### config.mk
export PLATFORM = sky130hd
export DESIGN_NAME = bpa_ctrl
export DESIGN_NICKNAME = d
export VERILOG_FILES = /design/src/hw/rtl/bpa_pkg.sv /design/src/hw/rtl/bpa_ctrl.sv
export SDC_FILE = /design/constraint.sdc
export NUM_CORES = 1
export LEC_CHECK = 0
export ABC_AREA = 1
export BUFFER_PORTS_ARGS = -buffer_cell sky130_fd_sc_hd__buf_4
export CORE_MARGIN = 4
export CORE_UTILIZATION = 30
export CTS_CLUSTER_SIZE = 8
export DETAILED_ROUTE_END_ITERATION = 10
export GPL_ROUTABILITY_DRIVEN = 0
export GPL_TIMING_DRIVEN = 0
export PLACE_DENSITY = 0.62
export SKIP_LAST_GASP = 1
export SLEW_MARGIN = 20
export SYNTH_ARGS = -nofsm -noshare
export SYNTH_HDL_FRONTEND = slang
export SYNTH_SLANG_ARGS = --single-unit
### constraint.sdc
create_clock -name clock -period 1.95 [get_ports clock]
set_input_delay 0.195 -clock clock [delete_from_list [all_inputs] [get_ports clock]]
set_output_delay 0.195 -clock clock [all_outputs]
set_load 0.01 [all_outputs]
### src/hw/rtl/bpa_pkg.sv
// Shared types, constants and helpers for the bitmap page allocator.
// Used by the channel interfaces, the controller, the datapath and the top level.
`default_nettype none

package bpa_pkg;

   // Default configuration of the managed region.
   localparam int unsigned PAGE_COUNT_DEF  = 3840;
   localparam logic [31:0] REGION_BASE_DEF = 32'h0010_0000;
   localparam int unsigned PAGE_BYTES_DEF  = 4096;

   // Field widths of the request and response beats.
   localparam int unsigned OP_W     = 2;
   localparam int unsigned ADDR_W   = 32;
   localparam int unsigned PADDR_W  = 24;
   localparam int unsigned STATUS_W = 2;
   localparam int unsigned COUNT_W  = 12;

   // The usage map is stored as words of WORD_BITS pages each.
   localparam int unsigned WORD_BITS     = 32;
   localparam int unsigned BIT_AW        = 5;
   localparam int unsigned MAP_WORDS_DEF = (PAGE_COUNT_DEF + WORD_BITS - 1) / WORD_BITS;

   // Shared multiplier: a 32-bit operand times a 25-bit operand.
   localparam int unsigned MUL_A_W = 32;
   localparam int unsigned MUL_B_W = 25;
   localparam int unsigned PROD_W  = MUL_A_W + MUL_B_W;

   typedef enum logic [1:0] {
      OP_ALLOC = 2'd0,
      OP_FREE  = 2'd1,
      OP_CLEAR = 2'd2,
      OP_NONE  = 2'd3
   } op_type;

   typedef enum logic [1:0] {
      ST_DONE         = 2'd0,
      ST_OOM          = 2'd1,
      ST_OUTSIDE      = 2'd2,
      ST_ALREADY_FREE = 2'd3
   } status_type;

   typedef enum logic [3:0] {
      S_INIT,
      S_IDLE,
      S_CLEAR,
      S_SCAN_PRIME,
      S_SCAN,
      S_ALLOC_SET,
      S_FREE_RANGE,
      S_FREE_MUL,
      S_FREE_FIX,
      S_FREE_RD,
      S_FREE_UPD,
      S_RESP
   } state_type;

   typedef enum logic [1:0] {
      MUL_RECIP,
      MUL_BACK,
      MUL_PAGE
   } mul_sel_type;

   typedef enum logic [1:0] {
      WR_ZERO,
      WR_SET,
      WR_CLEAR
   } wr_mode_type;

   typedef struct packed {
      logic        req_ready;
      logic        req_capture;
      logic        addr_clr;
      logic        addr_inc;
      logic        chk_load;
      logic        rd_en;
      logic        rd_scan;
      logic        wr_en;
      wr_mode_type wr_mode;
      logic        mul_en;
      mul_sel_type mul_sel;
      logic        q_load;
      logic        idx_alloc;
      logic        idx_free;
      logic        cnt_inc;
      logic        cnt_dec;
      logic        cnt_clr;
      logic        rsp_load;
      status_type  rsp_status;
      logic        rsp_addr_en;
   } cmd_type;

   typedef struct packed {
      logic   req_valid;
      op_type req_op;
      logic   map_full;
      logic   outside;
      logic   word_has_free;
      logic   sweep_last;
      logic   page_used;
      logic   rsp_busy;
   } sts_type;

   // Position of the lowest set bit of a map word.
   function automatic logic [BIT_AW-1:0] lowest_set(input logic [WORD_BITS-1:0] bits);
      logic [BIT_AW-1:0] pos;
      pos = '0;
      for (int i = WORD_BITS - 1; i >= 0; i--) begin
         if (bits[i]) begin
            pos = BIT_AW'(i);
         end
      end
      return pos;
   endfunction

endpackage

`default_nettype wire

### src/hw/rtl/bpa_ctrl.sv
// Controller state machine of the bitmap page allocator.
// Depends on bpa_pkg; drives the datapath through cmd_type, reads sts_type.
`default_nettype none

module bpa_ctrl (
   input  wire logic             clock,
   input  wire logic             reset,
   input  wire bpa_pkg::sts_type sts,
   output bpa_pkg::cmd_type      cmd
);

   bpa_pkg::state_type  state_ff, state_in;
   bpa_pkg::status_type pend_status_ff, pend_status_in;
   logic                pend_addr_ff, pend_addr_in;

   always_ff @(posedge clock) begin
      if (reset) begin
         state_ff       <= bpa_pkg::S_INIT;
         pend_status_ff <= bpa_pkg::ST_DONE;
         pend_addr_ff   <= 1'b0;
      end else begin
         state_ff       <= state_in;
         pend_status_ff <= pend_status_in;
         pend_addr_ff   <= pend_addr_in;
      end
   end

   // Next state and the status held for the response beat.
   always_comb begin
      state_in       = state_ff;
      pend_status_in = pend_status_ff;
      pend_addr_in   = pend_addr_ff;
      unique case (state_ff)
         bpa_pkg::S_INIT: begin
            if (sts.sweep_last) begin
               state_in = bpa_pkg::S_IDLE;
            end
         end
         bpa_pkg::S_IDLE: begin
            if (sts.req_valid) begin
               pend_status_in = bpa_pkg::ST_DONE;
               pend_addr_in   = 1'b0;
               unique case (sts.req_op)
                  bpa_pkg::OP_ALLOC: begin
                     if (sts.map_full) begin
                        pend_status_in = bpa_pkg::ST_OOM;
                        state_in       = bpa_pkg::S_RESP;
                     end else begin
                        state_in = bpa_pkg::S_SCAN_PRIME;
                     end
                  end
                  bpa_pkg::OP_FREE: begin
                     state_in = bpa_pkg::S_FREE_RANGE;
                  end
                  bpa_pkg::OP_CLEAR: begin
                     state_in = bpa_pkg::S_CLEAR;
                  end
                  default: begin
                     state_in = bpa_pkg::S_RESP;
                  end
               endcase
            end
         end
         bpa_pkg::S_CLEAR: begin
            if (sts.sweep_last) begin
               state_in = bpa_pkg::S_RESP;
            end
         end
         bpa_pkg::S_SCAN_PRIME: begin
            state_in = bpa_pkg::S_SCAN;
         end
         bpa_pkg::S_SCAN: begin
            if (sts.word_has_free) begin
               state_in = bpa_pkg::S_ALLOC_SET;
            end
         end
         bpa_pkg::S_ALLOC_SET: begin
            pend_addr_in = 1'b1;
            state_in     = bpa_pkg::S_RESP;
         end
         bpa_pkg::S_FREE_RANGE: begin
            if (sts.outside) begin
               pend_status_in = bpa_pkg::ST_OUTSIDE;
               state_in       = bpa_pkg::S_RESP;
            end else begin
               state_in = bpa_pkg::S_FREE_MUL;
            end
         end
         bpa_pkg::S_FREE_MUL: begin
            state_in = bpa_pkg::S_FREE_FIX;
         end
         bpa_pkg::S_FREE_FIX: begin
            state_in = bpa_pkg::S_FREE_RD;
         end
         bpa_pkg::S_FREE_RD: begin
            state_in = bpa_pkg::S_FREE_UPD;
         end
         bpa_pkg::S_FREE_UPD: begin
            if (!sts.page_used) begin
               pend_status_in = bpa_pkg::ST_ALREADY_FREE;
            end
            state_in = bpa_pkg::S_RESP;
         end
         bpa_pkg::S_RESP: begin
            if (!sts.rsp_busy) begin
               state_in = bpa_pkg::S_IDLE;
            end
         end
         default: begin
            state_in = bpa_pkg::S_IDLE;
         end
      endcase
   end

   // Datapath commands.
   always_comb begin
      cmd             = '0;
      cmd.wr_mode     = bpa_pkg::WR_ZERO;
      cmd.mul_sel     = bpa_pkg::MUL_RECIP;
      cmd.rsp_status  = pend_status_ff;
      cmd.rsp_addr_en = pend_addr_ff;
      unique case (state_ff)
         bpa_pkg::S_INIT, bpa_pkg::S_CLEAR: begin
            cmd.wr_en    = 1'b1;
            cmd.wr_mode  = bpa_pkg::WR_ZERO;
            cmd.addr_inc = 1'b1;
            cmd.cnt_clr  = 1'b1;
         end
         bpa_pkg::S_IDLE: begin
            cmd.req_ready   = 1'b1;
            cmd.req_capture = sts.req_valid;
            cmd.addr_clr    = 1'b1;
         end
         bpa_pkg::S_SCAN_PRIME: begin
            cmd.rd_en    = 1'b1;
            cmd.rd_scan  = 1'b1;
            cmd.addr_inc = 1'b1;
            cmd.chk_load = 1'b1;
         end
         bpa_pkg::S_SCAN: begin
            // Keep the found word on the read port for the update that follows.
            if (sts.word_has_free) begin
               cmd.idx_alloc = 1'b1;
            end else begin
               cmd.rd_en    = 1'b1;
               cmd.rd_scan  = 1'b1;
               cmd.addr_inc = 1'b1;
               cmd.chk_load = 1'b1;
            end
         end
         bpa_pkg::S_ALLOC_SET: begin
            cmd.wr_en   = 1'b1;
            cmd.wr_mode = bpa_pkg::WR_SET;
            cmd.cnt_inc = 1'b1;
            cmd.mul_en  = 1'b1;
            cmd.mul_sel = bpa_pkg::MUL_PAGE;
         end
         bpa_pkg::S_FREE_RANGE: begin
            cmd.mul_en  = 1'b1;
            cmd.mul_sel = bpa_pkg::MUL_RECIP;
         end
         bpa_pkg::S_FREE_MUL: begin
            cmd.mul_en  = 1'b1;
            cmd.mul_sel = bpa_pkg::MUL_BACK;
            cmd.q_load  = 1'b1;
         end
         bpa_pkg::S_FREE_FIX: begin
            cmd.idx_free = 1'b1;
         end
         bpa_pkg::S_FREE_RD: begin
            cmd.rd_en = 1'b1;
         end
         bpa_pkg::S_FREE_UPD: begin
            if (sts.page_used) begin
               cmd.wr_en   = 1'b1;
               cmd.wr_mode = bpa_pkg::WR_CLEAR;
               cmd.cnt_dec = 1'b1;
            end
         end
         bpa_pkg::S_RESP: begin
            cmd.rsp_load = !sts.rsp_busy;
         end
         default: begin
            cmd.req_ready = 1'b0;
         end
      endcase
   end

endmodule

`default_nettype wire

==> impl_metrics.tcl, run 1 <==
set metrics [dict create \
    die_h_um 55.5 \
    wl_per_cell_um 10.8 \
    period_share_pct 84.5 \
    fin_setup_tns_ps 0 \
    slew_headroom_pct 81.9 \
    crit_path_max_incr_delay_ps 380 \
    vias 845 \
    grt_overflow 0 \
    grt_pass1_vias 766 \
    clk_pin_slew_ps 50 \
    fp.coreArea_um2 2040 \
    path_cells "inv_1, nor2_2, nand3_1, inv_1, buf_4, buf_4" \
    antenna_found_initial 0 \
    worstHoldStart "reset" \
    report.final.slew_viol_count 0 \
    cts_buffers 3 \
    p_leak_nw 0.607 \
    antenna_cells 0 \
    r2r-start "state_ff[0]" \
    cts.sinks 7 \
    final_util_pct 48.2 \
    period_needed_ps 1650 \
    drt_wl_total_um 1990 \
    postCtsHoldBufs 0 \
    drc_errors 0 \
    grt_setup_unrepaired "no" \
    ant_nets 0 \
    critPathRequiredTime_ps 1750 \
    multi_input_area_um2 409 \
    mostFrequentLayoutCell "buf_4" \
    ys_seq_area_share_pct 20.7 \
    ys_types 18 \
    avgSynthCellArea_um2 5.64 \
    cp.arrival_ps 1450 \
    hpwl_um 1710 \
    maxCapViolations 0 \
    pre_cts_slack_ps 560 \
    grt_pass1_wl_um 3330 \
    comb_power_share_pct 69.0 \
    final_cell_mix "39 x buf_4, 35 x nand2_1, 21 x inv_1" \
    fin_ws_ps 302 \
    skew_ps 5.26 \
    viasPerCell 4.59 \
    p_int_mw 0.593 \
    cp-startpoint "state_ff[3]" \
    fin_cells 184 \
    dp.cells 180 \
    port_buffers 33 \
    grt_usage_pct 13.0 \
    drtIter0Drc 30 \
    cts_htree_levels 1 \
    cp_slowest_cell "dfxtp_1" \
    synthToLayoutAreaGrowth_pct 45.5 \
    place_area_um2 958 \
    num_rows 16 \
    finalSetupViolations 0 \
    synth_nets 134 \
    net-switching-power_mw 0.568 \
    power_switching_share_pct 48.9 \
    cts_setup_buffers 0 \
    peakVddDrop_v 0.000546 \
    end_kind "primary output" \
    grt_max_degree 8 \
    hold_class "in -> reg" \
    finalPower_mw 1.16 \
    seqCellArea_um2 140 \
    timing.hold.ws_ps 163 \
    fin_area_um2 985 \
    nNetsFinal 172 \
    worst_pin_slew_ps 269 \
    insertion_delay_ps 250 \
    clk_path_buf_depth 2 \
    io_pins 34 \
    outcome "finished clean" \
    crit_fanout 5 \
    yosys_warnings 0 \
    syn_inst 120 \
    p_clk_share_pct 11.0 \
    drive_gt1_share_pct 31.2 \
    seqPwrFrac_pct 20.1 \
    start_kind "flip-flop" \
    drt_pre_antenna_iters 5 \
    crit_type "reg -> out" \
    nFillCells 237 \
    die_x_um 55.5 \
    fmax_mhz 607 \
    start_util_pct 33.1 \
    clockRootBuffer "clkbuf_4" \
    pwr_density_cell_nw_per_um2 1180 \
    syn-cell-area_um2 677 \
    cts_resized 0 \
    die_area_um2 3080 \
    ys_seq_elements 7 \
    cts_tree "built" \
    hold_viol_final 0 \
]
[worst paths after layout]
kind	slack [ps]	cells after the start	to
worst max-delay path	300	6	cmd[14]
worst min-delay path	160	2	state_ff[2]
worst max register to register	550	6	pend_status_ff[0]
worst min register to register	470	2	pend_status_ff[1]
[critical path: cells and delay by family, from the launching register on]
family	cells	cell delay [ps]
buffers and inverters	4	420
DFF	1	380
and+or+nand+nor	2	400
[layout make-up]
type	count	share of cell area (%)
inverter	22	8.39
tap	27	3.43
timing repair buffer	33	25.2
sequential	7	14.2
multi-input combinational	85	41.6
clock buffer	4	2.67
buffer	6	4.57
[cell usage after synthesis]
cell	count	area share (%)
nand2_1	35	19
inv_1	21	12
nor2_1	13	7.2
nand3_1	11	8.1
dfxtp_1	7	21
o21ai_0	7	5.2
a21oi_1	6	4.4
buf_4	6	6.7
ha_1	3	5.5
nor2_2	3	2.8
inv_2	1	0.55
nand2_2	1	0.92
nand3_2	1	1.5
nand3b_1	1	1.1
nand4_1	1	0.92
nor2_4	1	1.7
nor4_1	1	0.92
o21ai_1	1	0.74
[power by group through the flow]
stage,combinational (mW),clock (mW),sequential [mW]
finish,0.800,0.127,0.233
global route,0.914,0.140,0.236
CTS,0.808,0.135,0.232
detailed placement,0.806,0,0.234
global placement,0.796,0,0.233
floorplan,0.512,0,0.224
[routing by layer]
metal  global-route usage (%)  vias to the layer above  wire, um
li1                         -                      442         -
met1                     16.0                      372       889
met2                     22.6                       31       969
met3                     3.03                        0       129
met4                     3.13                        0         0
met5                        0                        -         0
[state kept, by name, indices dropped and copies added (netlist names)]
signal          count
pend_status_ff      2
state_ff            4
pend_addr_ff        1
[kinds of logic after synthesis]
kind of cell	share of synthesized area (%)
and+or+nand+nor	44.6
buffers and inverters	18.9
AOI/OAI and AO/OA	10.4
DFF	20.7
adders and majority gates	5.55
No activity file was read; power rests on OpenSTA's default activity.
==> inputs of run 2 (changes only) <==
PLACE_DENSITY = 0.65   (was 0.62)
clock period = 1.5 ns   (was 1.95 ns; I/O delays follow)
==> impl_metrics.tcl, run 2 (synthesis gave the netlist of run 1 again) <==
set metrics [dict create \
    outcome "finished clean" \
    grt_usage_pct 12.0 \
    ant_nets 0 \
    wl_per_cell_um 10.6 \
    largest_register_ffs 4 \
    maxCapViolations 0 \
    antenna_found_initial 0 \
    drive_gt1_share_pct 40.9 \
    die_h_um 55.5 \
    start_util_pct 33.1 \
    io_pins 34 \
    hold_viol_final 0 \
    p_int_mw 0.836 \
    power_switching_share_pct 49.3 \
    nNetsFinal 174 \
    hpwl_um 1600 \
    grt_pass1_vias 726 \
    fp.coreArea_um2 2040 \
    skew_ps 1.97 \
    insertion_delay_ps 240 \
    antenna_cells 0 \
    drtIter0Drc 30 \
    num_rows 16 \
    pwr_density_cell_nw_per_um2 1560 \
    final_cell_mix "41 x buf_4, 31 x nand2_1, 19 x inv_1" \
    synthToLayoutAreaGrowth_pct 56.2 \
    hold_end "state_ff[1]" \
    fin_cells 186 \
    peakVddDrop_v 0.000749 \
    seqPwrFrac_pct 20.7 \
    crit_fanout 5 \
    r2r.worst_path.cells 11 \
    die_area_um2 3080 \
    clk_path_buf_depth 2 \
    seqCellArea_um2 150 \
    clockRootBuffer "clkbuf_4" \
    dp.cells 180 \
    critPathRequiredTime_ps 1350 \
    cts_htree_levels 1 \
    viasPerCell 4.54 \
    multi_input_area_um2 454 \
    crit_type "reg -> out" \
    die_x_um 55.5 \
    p_clk_share_pct 10.0 \
    vias 844 \
    clk_pin_slew_ps 50 \
    drt_wl_total_um 1960 \
    cts_buffers 3 \
    p_leak_nw 0.631 \
    slew_headroom_pct 82.6 \
    drc_errors 0 \
    hold_class "in -> reg" \
    start_kind "flip-flop" \
    whs_path_depth 2 \
    reg2reg_to "state_ff[0]" \
    postCtsHoldBufs 0 \
    period_needed_ps 1450 \
    grt_max_degree 8 \
    largest_register "state_ff" \
    end_kind "primary output" \
    net-switching-power_mw 0.812 \
    report.final.slew_viol_count 0 \
    r2r_slack_ps 120 \
    worst_pin_slew_ps 258 \
    nFillCells 220 \
    largest_registers "state_ff: 4 flops, pend_status_ff: 2 flops, pend_addr_ff: 1 flops" \
    finalSetupViolations 0 \
    finalPower_mw 1.65 \
    grt_setup_unrepaired "yes" \
    cts_tree "built" \
    drt_pre_antenna_iters 4 \
    r2r-start "state_ff[2]" \
    fmax_mhz 687 \
    mostFrequentLayoutCell "buf_4" \
    port_buffers 33 \
    worstHoldStart "reset" \
    period_share_pct 97.0 \
    cts.sinks 7 \
    cp.arrival_ps 1300 \
    grt_pass1_wl_um 3110 \
    grt_overflow 0 \
    comb_power_share_pct 69.3 \
]
-- run 2: cell type report --
class                           count  area share (%)
Inverter                           22            8.05
Buffer                              6            4.26
Multi-Input combinational cell     85            43.0
Sequential cell                     7            14.2
Clock buffer                        4            2.49
Tap cell                           27            3.20
Timing Repair Buffer               35            24.9
-- run 2: metrics by stage --
stage | utilization [%] | area (um2) | setup TNS, ps | hold WS, ps | setup WS [ps]
final | 51.8 | 1060 | 0 | 110 | 45.2
after global routing | 51.8 | 1060 | -87.9 | 103 | -39.3
after CTS | 48.7 | 995 | -60.0 | 106 | -14.8
after detailed placement | 46.9 | 958 | 0 | 373 | 163
after global placement | 46.9 | 958 | 0 | 372 | 125
after floorplan | - | 677 | 0 | 219 | 267
-- run 2: critical path, stage by stage (launching register included) --
cell and delay (ps):
dfxtp_4 380, inv_2 70, nor2_4 190, buf_4 140, nand2_1 60, nor2_1 90
buf_4 120
-- run 2: worst max-delay path by stage --
stage / depth (start not counted) / end / slack, ps / startpoint
global placement: 9 / state_ff[0] / 130 / state_ff[0]
floorplan: 9 / state_ff[3] / 270 / state_ff[2]
finish: 6 / cmd[8] / 50 / state_ff[2]
detailed placement: 9 / state_ff[0] / 160 / state_ff[0]
CTS: 5 / cmd[18] / -10 / state_ff[1]
global route: 6 / cmd[8] / -40 / state_ff[2]
-- run 2: power by group through the flow --
| stage | clock [mW] | sequential (mW) | combinational, mW |
|---|---|---|---|
| 2_1_floorplan | 0 | 0.291 | 0.665 |
| 6_report | 0.165 | 0.341 | 1.14 |
| 3_3_place_gp | 0 | 0.306 | 1.03 |
| 5_1_grt | 0.186 | 0.350 | 1.26 |
| 4_1_cts | 0.173 | 0.305 | 1.06 |
| 3_5_place_dp | 0 | 0.302 | 1.04 |
-- run 2: metal layers --
layer / routed length [um] / track usage, %
met5: 0 / 0
met3: 127 / 2.56
met1: 859 / 14.8
met4: 27 / 5.21
met2: 947 / 19.9
-- run 2: timing repair --
action / CTS / global route
hold endpoints to repair: 0 / 0
pin swaps: 0 / 1
gates resized for setup: 4 / 17
setup endpoints to repair: 7 / 12
setup buffers: 0 / 2
==> inputs of run 3 (changes only) <==
CORE_ASPECT_RATIO = 0.8   (was default)
==> impl_metrics.tcl, run 3 (synthesis gave the netlist of run 1 again) <==
set metrics [dict create \
    drt_pre_antenna_iters 4 \
    largest_registers "state_ff: 4 flops, pend_status_ff: 2 flops, pend_addr_ff: 1 flops" \
    grt_usage_pct 13.5 \
    cts_htree_levels 1 \
    die_x_um 61.1 \
    grt_pass1_vias 736 \
    slew_headroom_pct 83.5 \
    pwr_density_cell_nw_per_um2 1570 \
    fmax_mhz 696 \
    period_share_pct 95.8 \
    skew_ps 5.00 \
    fp.coreArea_um2 2160 \
    crit_type "reg -> out" \
    drtIter0Drc 32 \
    port_buffers 33 \
    vias 881 \
    fin_cells 186 \
    maxCapViolations 0 \
    end_kind "primary output" \
    nNetsFinal 176 \
    clk_pin_slew_ps 50 \
    timing.hold.ws_ps 113 \
    drt_wl_total_um 2100 \
    hpwl_um 1610 \
    clk_path_buf_depth 2 \
    report.final.slew_viol_count 0 \
    ant_nets 0 \
    wl_per_cell_um 11.3 \
    peakVddDrop_v 0.000790 \
    cts_tree "built" \
    drive_gt1_share_pct 42.2 \
    mostFrequentLayoutCell "buf_4" \
    final_cell_mix "43 x buf_4, 32 x nand2_1, 17 x inv_1" \
    p_leak_nw 0.637 \
    finalPower_mw 1.70 \
    io_pins 34 \
    start_kind "flip-flop" \
    die_area_um2 3080 \
    die_h_um 50.5 \
    insertion_delay_ps 250 \
    worst_pin_slew_ps 245 \
    final_util_pct 49.9 \
    synthToLayoutAreaGrowth_pct 59.1 \
    hold_viol_final 0 \
    cts_buffers 3 \
    drc_errors 0 \
    finalSetupViolations 0 \
    antenna_found_initial 0 \
    viasPerCell 4.74 \
    hold_class "in -> reg" \
    crit_fanout 5 \
    largest_register "state_ff" \
    start_util_pct 31.4 \
    largest_register_ffs 4 \
    cts.sinks 7 \
    outcome "finished clean" \
    clockRootBuffer "clkbuf_4" \
    antenna_cells 0 \
    grt_pass1_wl_um 3150 \
    critPathRequiredTime_ps 1350 \
    grt_overflow 0 \
    num_rows 15 \
    dp.cells 178 \
    grt_max_degree 8 \
    period_needed_ps 1440 \
    cp.arrival_ps 1290 \
    fin_setup_tns_ps 0 \
]
==> run 3: cell types whose count changed in the layout (fill, tap and decap cells not counted), moves of 2 or more <==
| cell | delta |
|---|---|
| inv_2 | +2 |
| dfxtp_2 | -2 |
| buf_4 | +2 |
| inv_1 | -2 |
| dfxtp_4 | +2 |
==> run 3: final cells by class <==
class / instances / area [um2]
well taps: 25 / 31.3
multi-input cells: 85 / 457
plain buffers: 6 / 45.0
repair buffers: 37 / 278
flip-flops and latches: 7 / 155
inverters: 22 / 85.1
fillers: 235 / 1080
clock buffers: 4 / 26.3
==> run 3: worst max-delay path: stages (launching register included) <==
cell	delay (ps)
dfxtp_4	380
inv_2	70
nor2_4	200
nand3_4	110
nand2_2	80
buf_4	100
buf_4	100
==> run 3: path summary, 6_finish.rpt <==
| kind | cells past startpoint | slack (ps) | startpoint | end |
|---|---|---|---|---|
| max | 6 | 60 | state_ff[2] | cmd[18] |
| min | 2 | 110 | reset | state_ff[3] |
| max reg2reg | 10 | 140 | state_ff[2] | state_ff[0] |
| min reg2reg | 2 | 460 | pend_status_ff[1] | pend_status_ff[1] |
==> run 3: what timing repair did <==
item                                    4_1_cts  5_1_grt
gates resized for setup                       7       18
endpoints found under the setup margin        8       11
buffers inserted                              0        4
hold buffers                                  0        0
pin swaps                                     0        4
==> run 3: report_power, final <==
part           internal [mW]  switching (mW)
clock network          0.102          0.0717
logic                  0.502           0.674
registers              0.257          0.0900
==> run 3: through the flow <==
step | instance area [um2] | setup WS (ps)
after global placement | 956 | 152
after detailed placement | 956 | 163
after CTS | 997 | 3.68
after global routing | 1080 | -16.5
final | 1080 | 62.4
after floorplan | 677 | 267
==> run 3: layer usage <==
layer	wire length, um	GRT usage [%]
met5	0	0
met2	962	21.5
met4	31	2.53
met1	904	17.6
met3	198	4.37
